File: src/rtl/tpm_pkg.sv
package tpm_pkg;

  // Field and register widths
  localparam int PERIOD_W = 17;
  localparam int SCALE_W  = 3;
  localparam int SPEED_W  = 10;

  // Ring of group means and grouping of accepted periods
  localparam int RING_DEPTH = 5;
  localparam int GROUP_SIZE = 3;

  localparam int POS_W   = (RING_DEPTH > 1) ? $clog2(RING_DEPTH) : 1;
  localparam int COUNT_W = $clog2(GROUP_SIZE + 1);
  localparam int SUM_W   = PERIOD_W + COUNT_W;

  // floor(x / GROUP_SIZE) as (x * RECIP) >> SUM_W, exact for x below 2**SUM_W
  localparam int RECIP_W   = SUM_W + 1;
  localparam int RECIP_INT = ((1 << SUM_W) + GROUP_SIZE - 1) / GROUP_SIZE;
  localparam int AVG_PROD_W = SUM_W + RECIP_W;

  // Median is the k-th largest entry: found by k passes of max extraction
  localparam int MED_RANK   = (RING_DEPTH + 1) / 2 - 1;
  localparam int MED_PASSES = RING_DEPTH - MED_RANK;
  localparam int STEP_W     = (RING_DEPTH > 1) ? $clog2(RING_DEPTH) : 1;
  localparam int PASS_W     = (MED_PASSES > 1) ? $clog2(MED_PASSES) : 1;

  localparam int DIV_CNT_W = $clog2(PERIOD_W);
  localparam int SCALED_W  = PERIOD_W + SCALE_W;

  // Stream payload widths
  localparam int S_TDATA_W = 24;
  localparam int OUT_BITS  = 1 + PERIOD_W + SPEED_W + 1;
  localparam int M_TDATA_W = 32;

  localparam logic [SPEED_W-1:0] SPEED_MAX = 10'd1023;

  // Register reset values
  localparam logic [PERIOD_W-1:0] MIN_PERIOD_RST    = 17'd390;
  localparam logic [PERIOD_W-1:0] MAX_PERIOD_RST    = 17'd78125;
  localparam logic [PERIOD_W-1:0] RPM_NUMERATOR_RST = 17'd78125;
  localparam logic [SCALE_W-1:0]  RPM_SCALE_RST     = 3'd2;

  typedef enum logic [1:0] {
    REG_MIN_PERIOD    = 2'd0,
    REG_MAX_PERIOD    = 2'd1,
    REG_RPM_NUMERATOR = 2'd2,
    REG_RPM_SCALE     = 2'd3
  } cfg_index_t;

  typedef enum logic [3:0] {
    ST_IDLE,
    ST_CHECK,
    ST_AVG,
    ST_WRITE,
    ST_SELECT,
    ST_DIV_LOAD,
    ST_DIV,
    ST_SCALE,
    ST_OUT
  } state_t;

endpackage

File: src/rtl/tacho_period_median_rpm.sv
// Period tachometer: each item is one sensor period in timer ticks. Periods inside
// [min_period, max_period] are summed in groups of three; each group mean goes into a
// ring of five, and the block reports the ring median and the speed
// floor(rpm_numerator / median) * rpm_scale, saturated at 1023 (speed_valid low and
// speed zero while the median is zero). A new item is taken only when idle, after the
// current one has passed check, the 17-step restoring divider, scaling and output;
// while the median is zero the divider is skipped. On every third accepted period the
// ring is rewritten first and the median searched (mean, ring write and one comparator
// doing three 5-step max passes). A finished result sits in the output register, so the
// next item may be taken while it waits; that item stalls only if the earlier result
// is still waiting when it is done. Registers are written through cfg_wen / cfg_index /
// cfg_data; the user must do so only while the block is idle, which it does not enforce.
module tacho_period_median_rpm (
  input  logic                                   clk,
  input  logic                                   rst,
  input  logic                                   s_tvalid,
  output logic                                   s_tready,
  input  logic [tpm_pkg::S_TDATA_W-1:0]          s_tdata,   // [16:0] period_ticks
  output logic                                   m_tvalid,
  input  logic                                   m_tready,
  // [0] accepted, [17:1] median_period, [27:18] speed, [28] speed_valid
  output logic [tpm_pkg::M_TDATA_W-1:0]          m_tdata,
  input  logic                                   cfg_wen,
  input  tpm_pkg::cfg_index_t                    cfg_index,
  input  logic [tpm_pkg::PERIOD_W-1:0]           cfg_data
);
  import tpm_pkg::*;

  localparam logic [RECIP_W-1:0] RECIP = RECIP_W'(RECIP_INT);

  state_t state, state_next;
  logic   load_out;

  // Configuration
  logic [PERIOD_W-1:0] min_period, max_period, rpm_numerator;
  logic [SCALE_W-1:0]  rpm_scale;

  // Tacho state
  logic [PERIOD_W-1:0] ring [RING_DEPTH];
  logic [SUM_W-1:0]    group_sum;
  logic [COUNT_W-1:0]  group_count;
  logic [POS_W-1:0]    ring_position;
  logic [PERIOD_W-1:0] median;

  // Working registers
  logic [PERIOD_W-1:0]   period;
  logic                  acc;
  logic [AVG_PROD_W-1:0] avg_prod;
  logic [PERIOD_W-1:0]   q [RING_DEPTH];
  logic [PERIOD_W-1:0]   carry;
  logic [STEP_W-1:0]     step;
  logic [PASS_W-1:0]     pass;
  logic [PERIOD_W-1:0]   rem, quo;
  logic [DIV_CNT_W-1:0]  div_cnt;
  logic [SPEED_W-1:0]    speed;

  // Combinational datapath
  logic                  in_window, group_full;
  logic [SUM_W-1:0]      sum_next;
  logic [PERIOD_W-1:0]   avg;
  logic                  head_gt;
  logic [PERIOD_W-1:0]   pass_max, tail;
  logic                  step_last, pass_last;
  logic [PERIOD_W:0]     trial, diff;
  logic [SCALED_W-1:0]   scaled;

  assign in_window  = (period >= min_period) && (period <= max_period);
  assign group_full = (group_count == COUNT_W'(GROUP_SIZE - 1));
  assign sum_next   = group_sum + SUM_W'(period);
  assign avg        = avg_prod[SUM_W +: PERIOD_W];

  // Shared comparator of the median search: head of the rotating copy against the
  // running max; the loser goes back in at the tail
  assign head_gt   = q[0] > carry;
  assign pass_max  = head_gt ? q[0] : carry;
  assign tail      = head_gt ? carry : q[0];
  assign step_last = (step == STEP_W'(RING_DEPTH - 1));
  assign pass_last = (pass == PASS_W'(MED_PASSES - 1));

  assign trial  = {rem, quo[PERIOD_W-1]};
  assign diff   = trial - {1'b0, median};
  assign scaled = SCALED_W'(quo) * SCALED_W'(rpm_scale);

  always_ff @(posedge clk) begin
    if (rst) begin
      state <= ST_IDLE;
    end else begin
      state <= state_next;
    end
  end

  always_comb begin
    state_next = state;
    s_tready   = 1'b0;
    load_out   = 1'b0;
    unique case (state)
      ST_IDLE: begin
        s_tready = 1'b1;
        if (s_tvalid) state_next = ST_CHECK;
      end
      ST_CHECK: begin
        state_next = (in_window && group_full) ? ST_AVG : ST_DIV_LOAD;
      end
      ST_AVG:   state_next = ST_WRITE;
      ST_WRITE: state_next = ST_SELECT;
      ST_SELECT: begin
        if (step_last && pass_last) state_next = ST_DIV_LOAD;
      end
      ST_DIV_LOAD: begin
        state_next = (median == '0) ? ST_SCALE : ST_DIV;
      end
      ST_DIV: begin
        if (div_cnt == DIV_CNT_W'(PERIOD_W - 1)) state_next = ST_SCALE;
      end
      ST_SCALE: state_next = ST_OUT;
      ST_OUT: begin
        if (!m_tvalid || m_tready) begin
          load_out   = 1'b1;
          state_next = ST_IDLE;
        end
      end
      default: state_next = ST_IDLE;
    endcase
  end

  // Registers and tacho state
  always_ff @(posedge clk) begin
    if (rst) begin
      min_period    <= MIN_PERIOD_RST;
      max_period    <= MAX_PERIOD_RST;
      rpm_numerator <= RPM_NUMERATOR_RST;
      rpm_scale     <= RPM_SCALE_RST;
      for (int i = 0; i < RING_DEPTH; i++) ring[i] <= '0;
      group_sum     <= '0;
      group_count   <= '0;
      ring_position <= '0;
      median        <= '0;
      m_tvalid      <= 1'b0;
    end else begin
      if (cfg_wen) begin
        unique case (cfg_index)
          REG_MIN_PERIOD:    min_period    <= cfg_data;
          REG_MAX_PERIOD:    max_period    <= cfg_data;
          REG_RPM_NUMERATOR: rpm_numerator <= cfg_data;
          REG_RPM_SCALE:     rpm_scale     <= cfg_data[SCALE_W-1:0];
          default: ;
        endcase
      end

      if (state == ST_CHECK && in_window) begin
        group_sum   <= sum_next;
        group_count <= group_full ? '0 : group_count + COUNT_W'(1);
      end

      if (state == ST_WRITE) begin
        ring[ring_position] <= avg;
        group_sum           <= '0;
        ring_position <= (ring_position == POS_W'(RING_DEPTH - 1)) ? '0
                                                                   : ring_position + POS_W'(1);
      end

      if (state == ST_SELECT && step_last && pass_last) median <= pass_max;

      if (load_out) begin
        m_tvalid <= 1'b1;
      end else if (m_tready) begin
        m_tvalid <= 1'b0;
      end
    end
  end

  // Working registers, no reset needed
  always_ff @(posedge clk) begin
    case (state)
      ST_IDLE: begin
        if (s_tvalid) period <= s_tdata[PERIOD_W-1:0];
      end
      ST_CHECK: begin
        acc      <= in_window;
        avg_prod <= '0;
      end
      ST_AVG: begin
        avg_prod <= AVG_PROD_W'(group_sum) * AVG_PROD_W'(RECIP);
      end
      ST_WRITE: begin
        // copy of the ring with the new mean already in place
        for (int i = 0; i < RING_DEPTH; i++) begin
          q[i] <= (POS_W'(i) == ring_position) ? avg : ring[i];
        end
        carry <= '0;
        step  <= '0;
        pass  <= '0;
      end
      ST_SELECT: begin
        for (int i = 0; i < RING_DEPTH - 1; i++) q[i] <= q[i + 1];
        q[RING_DEPTH-1] <= tail;
        if (step_last) begin
          // pass max drops out; the zero seed stays in its place
          carry <= '0;
          step  <= '0;
          pass  <= pass + PASS_W'(1);
        end else begin
          carry <= pass_max;
          step  <= step + STEP_W'(1);
        end
      end
      ST_DIV_LOAD: begin
        rem     <= '0;
        quo     <= (median == '0) ? '0 : rpm_numerator;
        div_cnt <= '0;
      end
      ST_DIV: begin
        if (!diff[PERIOD_W]) begin
          rem <= diff[PERIOD_W-1:0];
          quo <= {quo[PERIOD_W-2:0], 1'b1};
        end else begin
          rem <= trial[PERIOD_W-1:0];
          quo <= {quo[PERIOD_W-2:0], 1'b0};
        end
        div_cnt <= div_cnt + DIV_CNT_W'(1);
      end
      ST_SCALE: begin
        speed <= (scaled > SCALED_W'(SPEED_MAX)) ? SPEED_MAX : scaled[SPEED_W-1:0];
      end
      ST_OUT: begin
        if (load_out) begin
          m_tdata <= {{(M_TDATA_W - OUT_BITS){1'b0}}, (median != '0), speed, median, acc};
        end
      end
      default: ;
    endcase
  end

endmodule
File: config.mk
export PLATFORM = sky130hd
export DESIGN_NAME = tacho_period_median_rpm
export DESIGN_NICKNAME = d
export VERILOG_FILES = /design/src/rtl/tpm_pkg.sv /design/src/rtl/tacho_period_median_rpm.sv
export SDC_FILE = /design/constraint.sdc
export NUM_CORES = 1
export LEC_CHECK = 0
export BUFFER_PORTS_ARGS = -buffer_cell sky130_fd_sc_hd__buf_2
export CAP_MARGIN = 20
export CORE_UTILIZATION = 50
export DETAILED_ROUTE_END_ITERATION = 10
export PLACE_DENSITY = 0.75
export SYNTH_ARGS = -nofsm -noshare
export SYNTH_HDL_FRONTEND = slang
export SYNTH_SLANG_ARGS = --single-unit
File: constraint.sdc
create_clock -name clk -period 12.8 [get_ports clk]
set_input_delay 2.56 -clock clk [delete_from_list [all_inputs] [get_ports clk]]
set_output_delay 2.56 -clock clk [all_outputs]
set_load 0.005 [all_outputs]
==> impl_metrics.env <==
export IMPL_drt_pass1_iterations=5
export IMPL_ys_seq_area_frac=0.4138
export IMPL_grt_util_met1=0.2892
export IMPL_grt_busiest_layer="met2"
export IMPL_critPathTopFamily="adder cells"
export IMPL_fin_tns_setup_ps=0
export IMPL_die_width_um=234.3
export IMPL_crit_start="group_sum[1]"
export IMPL_synth_area_leaders="edfxtp_1 34%, ha_1 13%, fa_1 9.6%"
export IMPL_grt_pass1_wl_mm=97.00
export IMPL_pwr_share_clk=0.246
export IMPL_path_cells="ha_1, xor2_1, ha_1, a21oi_1, fa_1, inv_1, fa_1, fa_1, inv_1, fa_1, inv_1, ha_1, a211oi_1, o21ai_1, a211oi_1, nor2b_1, o31ai_1, o21ai_1, xnor2_1, nor2_1"
export IMPL_htreeDepth=2
export IMPL_cts_sinks=405
export IMPL_synth_edf_count=305
export IMPL_fillers=4480
export IMPL_leakage_nw=13.03
export IMPL_diodes=0
export IMPL_crit_slowest_cell="dfxtp_1"
export IMPL_row_count=84
export IMPL_powerDensity_nw_per_um2=170.3
export IMPL_p_sw_w=0.001913
export IMPL_worst_setup_path_start_kind="flop"
export IMPL_port_buffers=71
export IMPL_postCtsSetupBuffers=0
export IMPL_cp_depth=20
export IMPL_hp_start="speed[9]"
export IMPL_skew_ps=66.99
export IMPL_hpwl_mm=44.78
export IMPL_detail_route_antenna_nets=0
export IMPL_crit_buf_inv=3
export IMPL_crit_type="reg2reg"
export IMPL_drcViolationCount=0
export IMPL_finalNetCount=3114
export IMPL_antenna_found_initial=0
export IMPL_met2_usage=0.3809
export IMPL_layout_drive_gt1_share=0.07055
export IMPL_routed_via_density=5.586
export IMPL_grtUsageTotal=0.2241
export IMPL_area_growth_pct=8.777
export IMPL_p_seq_frac=0.365
export IMPL_via_count=18886
export IMPL_relSlewSlack=0.2382
export IMPL_cts_tree="yes"
export IMPL_worst_pin_slew_ps=1140
export IMPL_final_hold_viol_count=0
export IMPL_critPathCaptureType="flop"
export IMPL_fin_cells=3381
export IMPL_avgSynthCellArea_um2=10.24
export IMPL_cp_max_fo=11
export IMPL_yosysUniqueCellTypes=79
export IMPL_max_cap_violations=0
export IMPL_met3_usage=0.03514
export IMPL_root_buffer="clkbuf_16"
export IMPL_fin_crit_sh=0.4966
export IMPL_syn_area_um2=26970
export IMPL_reg2reg_depth=20
export IMPL_cts_hold_buffers_added=0
export IMPL_required_ps=13080
export IMPL_pwr_share_comb=0.389
export IMPL_clock_path_buffers=3
export IMPL_vdd_drop_max_mv=0.1279
export IMPL_min_path_cells=0
export IMPL_fp_dieH_um=234.3
export IMPL_path_clk_slew_ps=60
export IMPL_yosys_register_bits=405
export IMPL_yosys_warnings=0
export IMPL_crit_arrival_ps=6640
export IMPL_wire_per_inst_um=18.21
export IMPL_synth_top_area_frac=0.3396
export IMPL_crit_top_cell="fa_1"
export IMPL_ctsResizeCount=0
export IMPL_rsz0062_at_grt="false"
export IMPL_final_cell_mix="365 x inv_1, 305 x edfxtp_1, 278 x nand2_1"
export IMPL_drt_total_wl_mm=61.58
export IMPL_crit_path_max_incr_delay_ps=650
export IMPL_grt_pass1_vias=18804
export IMPL_die_area_um2=54880
export IMPL_period_needed_ps=6356
export IMPL_async_flop_share=0
export IMPL_outcome="finished, final reports clean"
export IMPL_fmax_mhz=157.3
export IMPL_regToRegStartpoint="group_sum[1]"
export IMPL_synth_top_flop_cell="edfxtp_1"
export IMPL_mostFrequentLayoutCell="inv_1"
export IMPL_coreArea_um2=52970
export IMPL_yosysTopAreaCell="edfxtp_1"
export IMPL_fin_area_um2=29340
export IMPL_insertion_delay_ps=610
export IMPL_placed_area_um2=27900
export IMPL_report_final_slew_viol_count=0
export IMPL_drt_first_iter_violations=1380
export IMPL_dp_cells=3300
export IMPL_hp_class="reg2reg"
export IMPL_synth_cells=2634
export IMPL_cts_made_buffers=42
export IMPL_initial_utilization=0.5092
export IMPL_grt_max_degree=98
export IMPL_p_int_w=0.003082
export IMPL_finalSetupViolations=0
export IMPL_io_pins=82
export IMPL_grt_overflow=0
export IMPL_swShare=0.3830
export IMPL_gp_congestion=0.9083
cells by family after synthesis:
group	share of synthesized area
flops	0.4138
buf+inv	0.06870
mux	0.04787
simple gates	0.1278
compound gates	0.1018
xor+xnor	0.01494
fa+ha+maj	0.2250
other cells	0.0001390
power groups by stage:
stage	clock network (W)	registers, W	logic [W]
2_1_floorplan	0	0.00175	0.00148
3_3_place_gp	0	0.00184	0.00185
3_5_place_dp	0	0.00185	0.00194
4_1_cts	0.00125	0.00182	0.00195
5_1_grt	0.00130	0.00184	0.00220
6_report	0.00123	0.00182	0.00194
synth_stat cells, types with 16 or more instances:
| cell type | n |
|---|---|
| o21a_1 | 16 |
| inv_1 | 365 |
| edfxtp_1 | 305 |
| fa_1 | 130 |
| mux2i_1 | 129 |
| dfxtp_1 | 100 |
| xnor2_1 | 26 |
| nand2_1 | 279 |
| nor2_1 | 121 |
| nor3_1 | 27 |
| clkbuf_1 | 76 |
| nand2b_1 | 23 |
| o21ai_1 | 24 |
| ha_1 | 277 |
| a21oi_1 | 146 |
| a211oi_1 | 26 |
| and2_1 | 81 |
| and3_1 | 49 |
| a21o_1 | 31 |
| xor2_1 | 20 |
| o21ai_0 | 132 |
| buf_1 | 18 |
| nand3_1 | 44 |
per-stage QoR:
stage,util,hold WS [ps],setup slack [ps],total power (W)
after floorplan,-,400.3,7312,0.003233
after global placement,0.5266,404.3,6494,0.003695
after detailed placement,0.5266,405.2,6457,0.003784
after CTS,0.5526,413.2,6449,0.005019
after global routing,0.5539,421.4,6072,0.005343
final,0.5539,414.2,6444,0.004996
state kept, by name (all words and copies together), names as in the netlist, 19 cells and up:
signal,flops
group_sum,19
ring,85
m_tdata,29
q,85
layer usage:
layer | routed length [um] | up-vias
met1 | 25910 | 9130
met2 | 30110 | 550
li1 | - | 9078
met3 | 3692 | 128
met5 | 0 | -
met4 | 1863 | 0
path summary, 6_finish.rpt:
path                       end  slack, ps
setup / recovery  avg_prod[35]       6440
hold / removal     m_tdata[27]        410
setup reg to reg  avg_prod[35]       6440
hold reg to reg    m_tdata[27]        410
layout make-up:
class                   instances  area, um^2  area share
clock buffers                  63        1180     0.04021
flip-flops and latches        405       11160      0.3804
well taps                     688       860.8     0.02934
repair buffers                 90       545.5     0.01859
inverters                     368        1388     0.04729
clock inverters                15       193.9    0.006610
multi-input cells            1752       14010      0.4775
No activity file was read; power rests on OpenSTA's default activity.
